### config.mk
export PLATFORM = sky130hd
export DESIGN_NAME = pump_level_controller_lockout_core
export DESIGN_NICKNAME = d
export VERILOG_FILES = /design/src/rtl/core/plcl_pkg.sv /design/src/rtl/core/pump_level_controller_lockout_core.sv
export SDC_FILE = /design/constraint.sdc
export NUM_CORES = 2
export LEC_CHECK = 0
export BUFFER_PORTS_ARGS = -buffer_cell sky130_fd_sc_hd__buf_2
export CORE_UTILIZATION = 45
export DETAILED_ROUTE_END_ITERATION = 16
export PLACE_DENSITY = 0.72
export SYNTH_ARGS = -nofsm -noshare
export SYNTH_HDL_FRONTEND = slang
export SYNTH_SLANG_ARGS = --single-unit
export TNS_END_PERCENT = 10
### constraint.sdc
create_clock -name clock -period 12.9 [get_ports clock]
set_input_delay 2.58 -clock clock [delete_from_list [all_inputs] [get_ports clock]]
set_output_delay 2.58 -clock clock [all_outputs]
set_load 0.05 [all_outputs]
### src/rtl/core/plcl_pkg.sv
// Package for the pump level controller: command and event codes, reset values, field widths.
`default_nettype none
package plcl_pkg;

   // Timestamp width default
   localparam int TIME_WIDTH_DEF = 32;

   // Config register indexes
   localparam logic CSR_AUTO_LOCKOUT   = 1'b0;
   localparam logic CSR_MANUAL_LOCKOUT = 1'b1;
   localparam int   CSR_ADDR_W         = 1;
   localparam int   CSR_DATA_W         = 32;

   localparam logic [31:0] AUTO_LOCKOUT_RST   = 32'd3600000;
   localparam logic [31:0] MANUAL_LOCKOUT_RST = 32'd300000;

   // Command codes (func)
   localparam logic [2:0] FUNC_SENSE      = 3'd0;
   localparam logic [2:0] FUNC_MANUAL_ON  = 3'd1;
   localparam logic [2:0] FUNC_MANUAL_OFF = 3'd2;
   localparam logic [2:0] FUNC_AUTO_OFF   = 3'd3;
   localparam logic [2:0] FUNC_AUTO_ON    = 3'd4;
   localparam logic [2:0] FUNC_BL_OFF     = 3'd5;
   localparam logic [2:0] FUNC_BL_ON      = 3'd6;
   localparam logic [2:0] FUNC_RESTART    = 3'd7;

   // Automatic step events
   localparam logic [1:0] AEV_NONE  = 2'd0;
   localparam logic [1:0] AEV_START = 2'd1;
   localparam logic [1:0] AEV_FAULT = 2'd2;
   localparam logic [1:0] AEV_STOP  = 2'd3;

   // Command events
   localparam logic [2:0] CEV_NONE    = 3'd0;
   localparam logic [2:0] CEV_START   = 3'd1;
   localparam logic [2:0] CEV_REFUSED = 3'd2;
   localparam logic [2:0] CEV_STOP    = 3'd3;
   localparam logic [2:0] CEV_RESTART = 3'd4;

   // Run time in seconds: 23 bits, saturating
   localparam int          SEC_W     = 23;
   localparam logic [22:0] SEC_MAX   = 23'h7FFFFF;
   localparam int          MS_PER_SEC = 1000;
   // Smallest run length in ms that saturates the seconds field
   localparam logic [63:0] SAT_LIMIT = 64'((64'(SEC_MAX) + 64'd1) * 64'(MS_PER_SEC));

   // ms / 1000 = (ms >> 3) / 125, done as a multiply by ceil(2^37 / 125).
   // Exact for a 30-bit dividend.
   localparam int          DIVQ_W     = 30;
   localparam int          RECIP_SHIFT = 37;
   localparam int          RECIP_W    = 31;
   localparam logic [30:0] RECIP_125  = 31'd1099511628;
   localparam int          PROD_W     = DIVQ_W + RECIP_W;

   // Stream widths
   localparam int REQ_DATA_W = 40;
   localparam int REQ_USER_W = 3;
   localparam int RSP_DATA_W = 40;

   // Result flags carried down the result pipeline
   typedef struct packed {
      logic       relay_on;
      logic       auto_enabled;
      logic       short_cycle_fault;
      logic       backlight_on;
      logic [1:0] auto_event;
      logic [2:0] command_event;
      logic       last_run_valid;
   } rsp_flags_type;

endpackage
`default_nettype wire

### src/rtl/core/pump_level_controller_lockout_core.sv
// Pump level controller with auto/manual lockout: state update and result pipeline.
//
// Usage:
//   req_* beats carry one sensor/command sample each: req_tuser is the command
//   code, req_tdata the timestamp and the two float switch states. Every request
//   beat yields exactly one rsp_* beat with the relay, mode, fault and backlight
//   state after that sample, the events it caused and the last run time in
//   seconds. csr_* writes the two lockout times; write only while idle.
//   Throughput: one beat per cycle while rsp_tready is high. The pump state
//   updates in the accept cycle; the result then passes a three-stage
//   pipeline (flags and stamps, run length with the saturation check, then
//   reciprocal multiply for the divide by 1000 with saturation).
//   Reset (synchronous, active high) clears the pump state to relay off, auto
//   mode on, no fault, and loads the default lockouts. A restart command does
//   the same to the pump state but keeps the lockout registers.
//   When rsp_tready is low the result pipeline holds; empty stages still take
//   new beats, so req_tready drops only once all three stages are full.
`default_nettype none
module pump_level_controller_lockout_core
   import plcl_pkg::*;
#(
   parameter int TIME_WIDTH = TIME_WIDTH_DEF
) (
   input  wire logic                  clock,
   input  wire logic                  reset,
   // Request stream
   input  wire logic                  req_tvalid,
   output logic                       req_tready,
   input  wire logic [REQ_DATA_W-1:0] req_tdata,  // now_ms[31:0], low_level_up, high_level_up
   input  wire logic [REQ_USER_W-1:0] req_tuser,  // func[2:0]
   // Response stream
   output logic                       rsp_tvalid,
   input  wire logic                  rsp_tready,
   output logic [RSP_DATA_W-1:0]      rsp_tdata,  // relay_on, auto_enabled, short_cycle_fault,
                                                  // backlight_on, auto_event[1:0],
                                                  // command_event[2:0],
                                                  // last_run_seconds[22:0], last_run_valid
   // Config write port
   input  wire logic                  csr_we,
   input  wire logic [CSR_ADDR_W-1:0] csr_addr,
   input  wire logic [CSR_DATA_W-1:0] csr_wdata
);

   localparam int CW = (TIME_WIDTH > 32) ? TIME_WIDTH : 32;

   // Request fields
   logic [2:0]            req_func;
   logic [TIME_WIDTH-1:0] now_t;
   logic [CW-1:0]         now_w;
   logic                  tank_low;
   logic                  tank_full;
   logic                  req_accept;

   assign req_func  = req_tuser;
   assign now_w     = CW'(req_tdata[31:0]);
   assign now_t     = now_w[TIME_WIDTH-1:0];
   assign tank_low  = ~req_tdata[32];
   assign tank_full = req_tdata[33];

   // Config registers
   logic [31:0] auto_lockout_ff;
   logic [31:0] manual_lockout_ff;

   always_ff @(posedge clock) begin
      if (reset) begin
         auto_lockout_ff   <= AUTO_LOCKOUT_RST;
         manual_lockout_ff <= MANUAL_LOCKOUT_RST;
      end else if (csr_we) begin
         unique case (csr_addr)
            CSR_AUTO_LOCKOUT:   auto_lockout_ff   <= csr_wdata;
            CSR_MANUAL_LOCKOUT: manual_lockout_ff <= csr_wdata;
            default: ;
         endcase
      end
   end

   // Pump state
   logic [TIME_WIDTH-1:0] start_stamp_ff, start_stamp_in;
   logic [TIME_WIDTH-1:0] stop_stamp_ff,  stop_stamp_in;
   logic                  started_once_ff, started_once_in;
   logic                  stopped_once_ff, stopped_once_in;
   logic                  pump_running_ff, pump_running_in;
   logic                  run_from_auto_ff, run_from_auto_in;
   logic                  fault_ff, fault_in;
   logic                  auto_mode_ff, auto_mode_in;
   logic                  backlight_ff, backlight_in;
   logic [1:0]            aev;
   logic [2:0]            cev;
   logic                  run_valid;

   // Next state for one sample: auto step, high level stop, then command
   always_comb begin
      logic [TIME_WIDTH-1:0] since_stop;
      logic [TIME_WIDTH-1:0] since_start;
      logic [CW-1:0]         since_stop_w;
      logic [CW-1:0]         since_start_w;
      logic [CW-1:0]         auto_lo_w;
      logic [CW-1:0]         man_lo_w;

      start_stamp_in   = start_stamp_ff;
      stop_stamp_in    = stop_stamp_ff;
      started_once_in  = started_once_ff;
      stopped_once_in  = stopped_once_ff;
      pump_running_in  = pump_running_ff;
      run_from_auto_in = run_from_auto_ff;
      fault_in         = fault_ff;
      auto_mode_in     = auto_mode_ff;
      backlight_in     = backlight_ff;
      aev              = AEV_NONE;
      cev              = CEV_NONE;
      auto_lo_w        = CW'(auto_lockout_ff);
      man_lo_w         = CW'(manual_lockout_ff);

      // Auto step: low tank starts, or latches a short-cycle fault
      since_stop   = now_t - stop_stamp_ff;
      since_stop_w = CW'(since_stop);
      if (!fault_ff && tank_low) begin
         if ((!stopped_once_ff || since_stop_w >= auto_lo_w) && auto_mode_ff) begin
            pump_running_in  = 1'b1;
            run_from_auto_in = 1'b1;
            start_stamp_in   = now_t;
            started_once_in  = 1'b1;
            aev              = AEV_START;
         end else if (stopped_once_ff && since_stop_w <= auto_lo_w) begin
            fault_in = 1'b1;
            aev      = AEV_FAULT;
         end
      end

      // Full tank stops an auto run, or any run when no command is given, while auto mode is on
      if (tank_full && pump_running_in && auto_mode_ff &&
          (run_from_auto_in || req_func == FUNC_SENSE)) begin
         pump_running_in  = 1'b0;
         run_from_auto_in = 1'b0;
         stop_stamp_in    = now_t;
         stopped_once_in  = 1'b1;
         aev              = AEV_STOP;
      end

      // Command; manual lockout counts from the latest start, this sample's too
      since_start   = now_t - start_stamp_in;
      since_start_w = CW'(since_start);
      unique case (req_func)
         FUNC_SENSE: ;
         FUNC_MANUAL_ON: begin
            if (!started_once_in || since_start_w > man_lo_w) begin
               pump_running_in  = 1'b1;
               run_from_auto_in = 1'b0;
               start_stamp_in   = now_t;
               started_once_in  = 1'b1;
               cev              = CEV_START;
            end else if (!pump_running_in && since_start_w < man_lo_w) begin
               cev = CEV_REFUSED;
            end
         end
         FUNC_MANUAL_OFF: begin
            if (pump_running_in) begin
               pump_running_in  = 1'b0;
               run_from_auto_in = 1'b0;
               stop_stamp_in    = now_t;
               stopped_once_in  = 1'b1;
               cev              = CEV_STOP;
            end
         end
         FUNC_AUTO_OFF: auto_mode_in = 1'b0;
         FUNC_AUTO_ON:  auto_mode_in = 1'b1;
         FUNC_BL_OFF:   backlight_in = 1'b0;
         FUNC_BL_ON:    backlight_in = 1'b1;
         FUNC_RESTART: begin
            start_stamp_in   = '0;
            stop_stamp_in    = '0;
            started_once_in  = 1'b0;
            stopped_once_in  = 1'b0;
            pump_running_in  = 1'b0;
            run_from_auto_in = 1'b0;
            fault_in         = 1'b0;
            auto_mode_in     = 1'b1;
            backlight_in     = 1'b0;
            cev              = CEV_RESTART;
         end
      endcase

      run_valid = started_once_in && stopped_once_in && (stop_stamp_in > start_stamp_in);
   end

   always_ff @(posedge clock) begin
      if (reset) begin
         start_stamp_ff   <= '0;
         stop_stamp_ff    <= '0;
         started_once_ff  <= 1'b0;
         stopped_once_ff  <= 1'b0;
         pump_running_ff  <= 1'b0;
         run_from_auto_ff <= 1'b0;
         fault_ff         <= 1'b0;
         auto_mode_ff     <= 1'b1;
         backlight_ff     <= 1'b0;
      end else if (req_accept) begin
         start_stamp_ff   <= start_stamp_in;
         stop_stamp_ff    <= stop_stamp_in;
         started_once_ff  <= started_once_in;
         stopped_once_ff  <= stopped_once_in;
         pump_running_ff  <= pump_running_in;
         run_from_auto_ff <= run_from_auto_in;
         fault_ff         <= fault_in;
         auto_mode_ff     <= auto_mode_in;
         backlight_ff     <= backlight_in;
      end
   end

   // Result pipeline handshake: a stage loads when it is empty or moves on
   logic a_valid_ff, b_valid_ff, c_valid_ff;
   logic a_rdy, b_rdy, c_rdy;

   assign c_rdy      = !c_valid_ff || rsp_tready;
   assign b_rdy      = !b_valid_ff || c_rdy;
   assign a_rdy      = !a_valid_ff || b_rdy;
   assign req_tready = a_rdy;
   assign req_accept = req_tvalid && a_rdy;

   always_ff @(posedge clock) begin
      if (reset) begin
         a_valid_ff <= 1'b0;
         b_valid_ff <= 1'b0;
         c_valid_ff <= 1'b0;
      end else begin
         if (a_rdy) a_valid_ff <= req_tvalid;
         if (b_rdy) b_valid_ff <= a_valid_ff;
         if (c_rdy) c_valid_ff <= b_valid_ff;
      end
   end

   // Stage A: flags and the stamps after this sample
   rsp_flags_type         a_flags_ff;
   logic [TIME_WIDTH-1:0] a_start_ff;
   logic [TIME_WIDTH-1:0] a_stop_ff;

   always_ff @(posedge clock) begin
      if (a_rdy) begin
         a_flags_ff.relay_on          <= pump_running_in;
         a_flags_ff.auto_enabled      <= auto_mode_in;
         a_flags_ff.short_cycle_fault <= fault_in;
         a_flags_ff.backlight_on      <= backlight_in;
         a_flags_ff.auto_event        <= aev;
         a_flags_ff.command_event     <= cev;
         a_flags_ff.last_run_valid    <= run_valid;
         a_start_ff                   <= start_stamp_in;
         a_stop_ff                    <= stop_stamp_in;
      end
   end

   // Stage B: run length, saturation check, dividend for /1000
   logic [TIME_WIDTH-1:0] run_ms;
   logic [63:0]           run_ms_w;
   logic                  run_sat;
   rsp_flags_type         b_flags_ff;
   logic                  b_sat_ff;
   logic [DIVQ_W-1:0]     b_div_ff;

   assign run_ms   = a_stop_ff - a_start_ff;
   assign run_ms_w = 64'(run_ms);
   assign run_sat  = run_ms_w >= SAT_LIMIT;

   always_ff @(posedge clock) begin
      if (b_rdy) begin
         b_flags_ff <= a_flags_ff;
         b_sat_ff   <= a_flags_ff.last_run_valid && run_sat;
         b_div_ff   <= (a_flags_ff.last_run_valid && !run_sat) ?
                       run_ms_w[DIVQ_W+2:3] : '0;
      end
   end

   // Stage C: reciprocal multiply, then saturate into the output register
   logic [PROD_W-1:0] prod;
   rsp_flags_type     c_flags_ff;
   logic [SEC_W-1:0]  c_secs_ff;

   assign prod = PROD_W'(b_div_ff) * PROD_W'(RECIP_125);

   always_ff @(posedge clock) begin
      if (c_rdy) begin
         c_flags_ff <= b_flags_ff;
         c_secs_ff  <= b_sat_ff ? SEC_MAX : prod[RECIP_SHIFT+SEC_W-1:RECIP_SHIFT];
      end
   end

   // Response beat
   assign rsp_tvalid = c_valid_ff;
   assign rsp_tdata  = {7'b0,
                        c_flags_ff.last_run_valid,
                        c_secs_ff,
                        c_flags_ff.command_event,
                        c_flags_ff.auto_event,
                        c_flags_ff.backlight_on,
                        c_flags_ff.short_cycle_fault,
                        c_flags_ff.auto_enabled,
                        c_flags_ff.relay_on};

   // Checks
   a_fault_clear_by_restart: assert property (@(posedge clock) disable iff (reset)
      $fell(fault_ff) |-> $past(req_accept && req_func == FUNC_RESTART))
      else $error("fault cleared without restart");

   a_auto_run_implies_running: assert property (@(posedge clock) disable iff (reset)
      run_from_auto_ff |-> pump_running_ff)
      else $error("auto run flag set with pump stopped");

   a_invalid_run_zero_secs: assert property (@(posedge clock) disable iff (reset)
      (rsp_tvalid && !rsp_tdata[32]) |-> (rsp_tdata[31:9] == '0))
      else $error("run seconds nonzero without a valid run");

   a_ready_when_out_empty: assert property (@(posedge clock) disable iff (reset)
      !c_valid_ff |-> req_tready)
      else $error("request stalled with empty output stage");

endmodule
`default_nettype wire

* Word-level counts from Yosys, hierarchy flattened *
Index checks and enable logic that the tools add are counted.

word-level totals
  register bits = 286
  input port bits = 81
  word-level logic and storage cells = 130

operators by class
  add/subtract/negate cells = 3
  $mul = 1
  magnitude comparators = 6
  equal/unequal tests = 7
  multiplexer cells = 38
  bitwise logic cells = 2
  reductions and logical operators = 32

operator list
  operator                number
  $mux 32                 5
  $pmux 32 s2             2
  $sub 32x32->32          3
  $gt 32x32->1            2
  $mul 30x29->58 const B  1
  $ge 32x33->1 const B    1
  $ge 32x32->1            1
  $le 32x32->1            1
  $lt 32x32->1            1
  $mux 1                  18
  $eq 3x3->1 const B      4
  $logic_and 1x1->1       12
  $mux 2                  6
  $pmux 1 s2              5
  $pmux 3 s3              1
  $logic_not 1->1         8
  $eq 3x2->1 const B      2
  $logic_or 1x1->1        6
  $reduce_or 2->1         3
  $reduce_and 2->1        2
  $eq 3x1->1 const B      1
  $logic_not 3->1         1
  $pmux 1 s3              1
  $not 1->1               2

* Longest topological paths before layout *
  depth in word-level cells = 15
  gate-level depth with buffers = 59
  gate-level depth less buffers = 56

* Worst setup path before layout *
Ideal clock, no wire load.

  kind = input -> register
  start point = input req_tdata[0]
  end point = register a_flags_ff[0] (netlist bit) (data pin)
  library setup time = 0.257 ns
  arrival = 13.638 ns
  data required time = 12.643 ns
  path slack = -0.995 ns
  stages = 58
  path buffers = 2
  path through = inv_1 ha_1 fa_1 nor2b_1 o31a_1 o311ai_1 o221ai_1 a21oi_1 o31ai_1 a311oi_1 o21ai_0 a21oi_1 xnor2_1 ha_1 nand3_1 o221ai_1 a21o_1 a21o_1 [... 22 more ...] a211o_1 a221oi_1 a21oi_1 o21ai_1 nand2_1 clkbuf_1 o21a_1 ha_1 a21o_1 a21o_1 a21o_1 a21o_1 a21o_1 a21o_1 a21oi_1 o21ai_0 nor2_1 nor2_1

between the ends
  cells in the longest elaborated chain, start to end = 14

RTL lines
  what                                                                     line                                       RTL
  start, declared                                                          pump_level_controller_lockout_core.sv:29   input wire logic [REQ_DATA_W-1:0] req_tdata,
  parallel branches: the longest is 13 deep, another holds $sub 32x32->32  --
  $logic_and 1x1->1 (*)                                                    pump_level_controller_lockout_core.sv:183  run_valid = started_once_in && stopped_once_in && (stop_stamp_in > start_stamp_in);
  net run_valid                                                            pump_level_controller_lockout_core.sv:89   logic run_valid;
  end, declared                                                            pump_level_controller_lockout_core.sv:233  rsp_flags_type a_flags_ff;

Mark *: on every way through the listed nets, which the timed path passes.
A chain may end at the register's enable or synchronous reset.

* Final worst setup path *
  start point = input req_tdata[1]
  end point = register a_flags_ff[0] (netlist bit) (data pin)

The elaborated chain is that of the path after synthesis.

==> impl_results.md <==
* Status: complete, but fails checks
* Failing checks: design-rule violations, negative setup slack
* Main combinational cell family by area after synthesis: adder cells
* DRT Pass-1 Iters at 13
* Hpwl dp at 57.4 mm
* Pre-CTS WS at -1.51 ns
* CTS max path bufs at 3
* Setup CP Type: in -> reg
* Mux contribution to synthesized area at 1.11%
* CP max FO at 8
* Hold Vio Cnt, Final at 0
* Period utilization at 101%
* Post-synthesis xor/xnor area fraction at 2.91%
* Share of async-settable or async-resettable flops after synthesis at 0%
* Compound-Gate Fraction of Synth Area at 15.1%
* GR Util All Layers at 21.7%
* Drt via density at 5.26
* Crit end category: flip-flop
* Die W at 259 um
* DRT iter0 DRCs at 1158
* Syn. warnings at 0
* Slowest-stage cell, CP: o41ai_4
* Largest net degree at the start of global routing at 80
* CTS Sinks at 284
* P&R area growth vs syn at 18.8%
* Synth top area share at 23.1%
* Internal reg-to-reg setup slack at 1.47 ns
* ANT nets after route at 0
* Worst EP required at 13.22 ns
* Setup violators final at 1
* Cells after Synth at 3037
* Slew Viols, Final at 0
* Share of cells above drive strength 1 at 17.0%
* CP startpoint kind: input pin
* Adder-cell share of the synthesized area at 41.1%
* Most frequent cell after synthesis: ha_1
* Ports at 123
* Mapped Area at 29800 um^2
* Height of the die at 259 um
* Vias in the first global route at 23275
* Final non-filler cell total at 4311
* Top cells by count, synth: ha_1, inv_1, fa_1
* First-pass GRT wire length at 118 mm
* Design Power at 3.70 mW
* Final Util at 54.0%
* Post-route DRC at 1
* F_max at 76.6 MHz
* Routed len/inst at 16.8 um
* Routability Congestion at 0.911
* Yosys cell types at 70
* Setup ws final at -0.151 ns
* Synth area leader: ha_1
* CTS root buffer: clkbuf_16
* Starting Density at 45.5%
* Average cell area after synthesis at 9.82 um^2
* Vias at 22667
* Fin crit period at 13.05 ns
* Worst Skew at 0.0176 ns
* Worst EP arrival at 13.37 ns
* Power per standard cell area at 104 nW/um^2
* Largest cells by area after synthesis: ha_1, fa_1, edfxtp_1
* Max stage delay on crit path at 0.51 ns
* Worst VDD drop at 0.133 mV
* CTS tree: built
* Die ar. at 67300 um^2
* LEAKAGE at 18.5 nW
* Hold Buf Count CTS at 0
* Worst Tran Pin Value at 1.14 ns
* Max_cap viols at 0
* Simple-gate share of the synthesized area at 7.84%
* #FFs+latches synth at 284
* Sequential area share after synthesis at 24.0%
* Clock transition at the registers of the reported paths at 0.06 ns
* Rel. slew slack at 24.0%
* CTS H-tree depth at 1
* Worst hold path depth at 0
* Global route total overflow at 0
* TritonCTS Buffers at 31
* Post-synth EDFFs at 146
* Nets at 4323
* Hold Crit Class: reg -> reg
* ANT cells at 0
* Hold_ws at 0.419 ns
* Worst skew pair latency at 0.58 ns
* # placed instances at 4220
* Row count at 94
* Initial antenna violation count at 1
* Main synth FF type: edfxtp_1
* RSZ-0062 raised after global routing: true
* Routed wire length at 72.3 mm
* Worst-case reg-to-reg path depth at 59
* CP dominant cell by count: a21o_1
* Core footprint at 65600 um^2
* Port bufs at 109
## cell usage in the layout (no fill, tap or decap), drive strengths merged, types with 7 or more instances in the layout
cell / instances
ha: 552
inv: 545
buf: 422
fa: 267
nand2: 206
a21oi: 177
edfxtp: 146
dfxtp: 138
o21ai: 122
nor2: 119
a21o: 93
xnor2: 68
a22o: 64
o21a: 56
clkbuf: 44
nand3: 36
nand4: 34
mux2i: 32
xor2: 31
a32oi: 30
nor3: 24
nor2b: 22
nand2b: 20
a211o: 17
a211oi: 15
o21bai: 11
nand3b: 11
and2: 11
clkinv: 11
o211ai: 10
and3: 9
a31oi: 7
conb: 7
a221oi: 7
o221ai: 7
o31ai: 7
## where the power goes
part	switching, mW	total [mW]	internal [mW]
clock	0.369	0.891	0.521
combinational	0.953	1.71	0.761
sequential	0.0635	1.10	1.04
total	1.39	3.70	2.32
## what timing repair did
action,CTS,global route
endpoints found under the setup margin,1,1
pin swaps,81,40
gates cloned,2,0
buffers inserted,23,10
gates resized for setup,95,31
## cells by family (layout without fill, tap and decap cells)
group,after synthesis,in the layout
adders and majority gates,819,819
DFF,284,284
muxes,33,33
and+or+nand+nor,510,511
xor gates and xnor gates,99,99
buffers and inverters,622,1025
AOI/OAI and AO/OA,669,669
other,1,7
## cell type report
class                      count  area (um^2)
tap                          864         1080
fill                        5733        30200
multi-input combinational   2138        21100
sequential                   284         7150
clock inverter                13          104
inverter                     545         2050
clock buffer                  44          930
timing repair buffer         423         3080
## layer usage
metal | part of all wire [%] | wire, um | GRT usage, % | vias to the layer above
met3 | 4.0 | 2860 | 1.87 | 121
met2 | 49 | 35600 | 38.1 | 449
met1 | 44 | 31600 | 28.2 | 10897
met5 | 0.018 | 13 | 0 | -
met4 | 3.1 | 2220 | 6.88 | 2
li1 | - | - | - | 11198
## path summary, 6_finish.rpt
path,from,to
worst max-delay path,req_tdata[1],a_flags_ff[0]$_DFFE_PN_
worst min-delay path,b_flags_ff[2]$_DFFE_PP_,rsp_tdata[7]$_DFFE_PP_
worst max register to register,stop_stamp_ff[1]$_SDFFE_PP0P_,a_flags_ff[0]$_DFFE_PN_
worst min register to register,b_flags_ff[2]$_DFFE_PP_,rsp_tdata[7]$_DFFE_PP_
## flip-flops by register name, summed over array words and instances (netlist names)
| name | flops |
|---|---|
| manual_lockout_ff | 32 |
| a_start_ff | 32 |
| fault_ff | 1 |
| backlight_ff | 1 |
| a_flags_ff | 10 |
| start_stamp_ff | 32 |
| a_stop_ff | 32 |
| a_valid_ff | 1 |
| rsp_tvalid | 1 |
| auto_mode_ff | 1 |
| b_valid_ff | 1 |
| started_once_ff | 1 |
| c_secs_ff | 23 |
| rsp_tdata | 10 |
| run_from_auto_ff | 1 |
| pump_running_ff | 1 |
| stopped_once_ff | 1 |
| stop_stamp_ff | 32 |
| auto_lockout_ff | 32 |
| b_flags_ff | 10 |
| b_div_ff | 29 |
## per-stage QoR
stage / instance area [um^2] / setup TNS (ns)
floorplan: 30000 / 0
global placement: 33400 / -1.43
detailed placement: 33400 / -2.33
CTS: 35200 / -0.0238
global route: 35400 / -0.635
finish: 35400 / -0.151
## worst max-delay path: cells and delay by family
kind,cells,cell delay [ns]
AO/OA/AOI/OAI,35,6.97
buffers and inverters,10,1.46
adder cells (fa/ha/maj),5,1.23
AND/OR/NAND/NOR,7,0.66
multiplexers,1,0.27
XOR/XNOR,1,0.13
No activity file was read; power rests on OpenSTA's default activity.
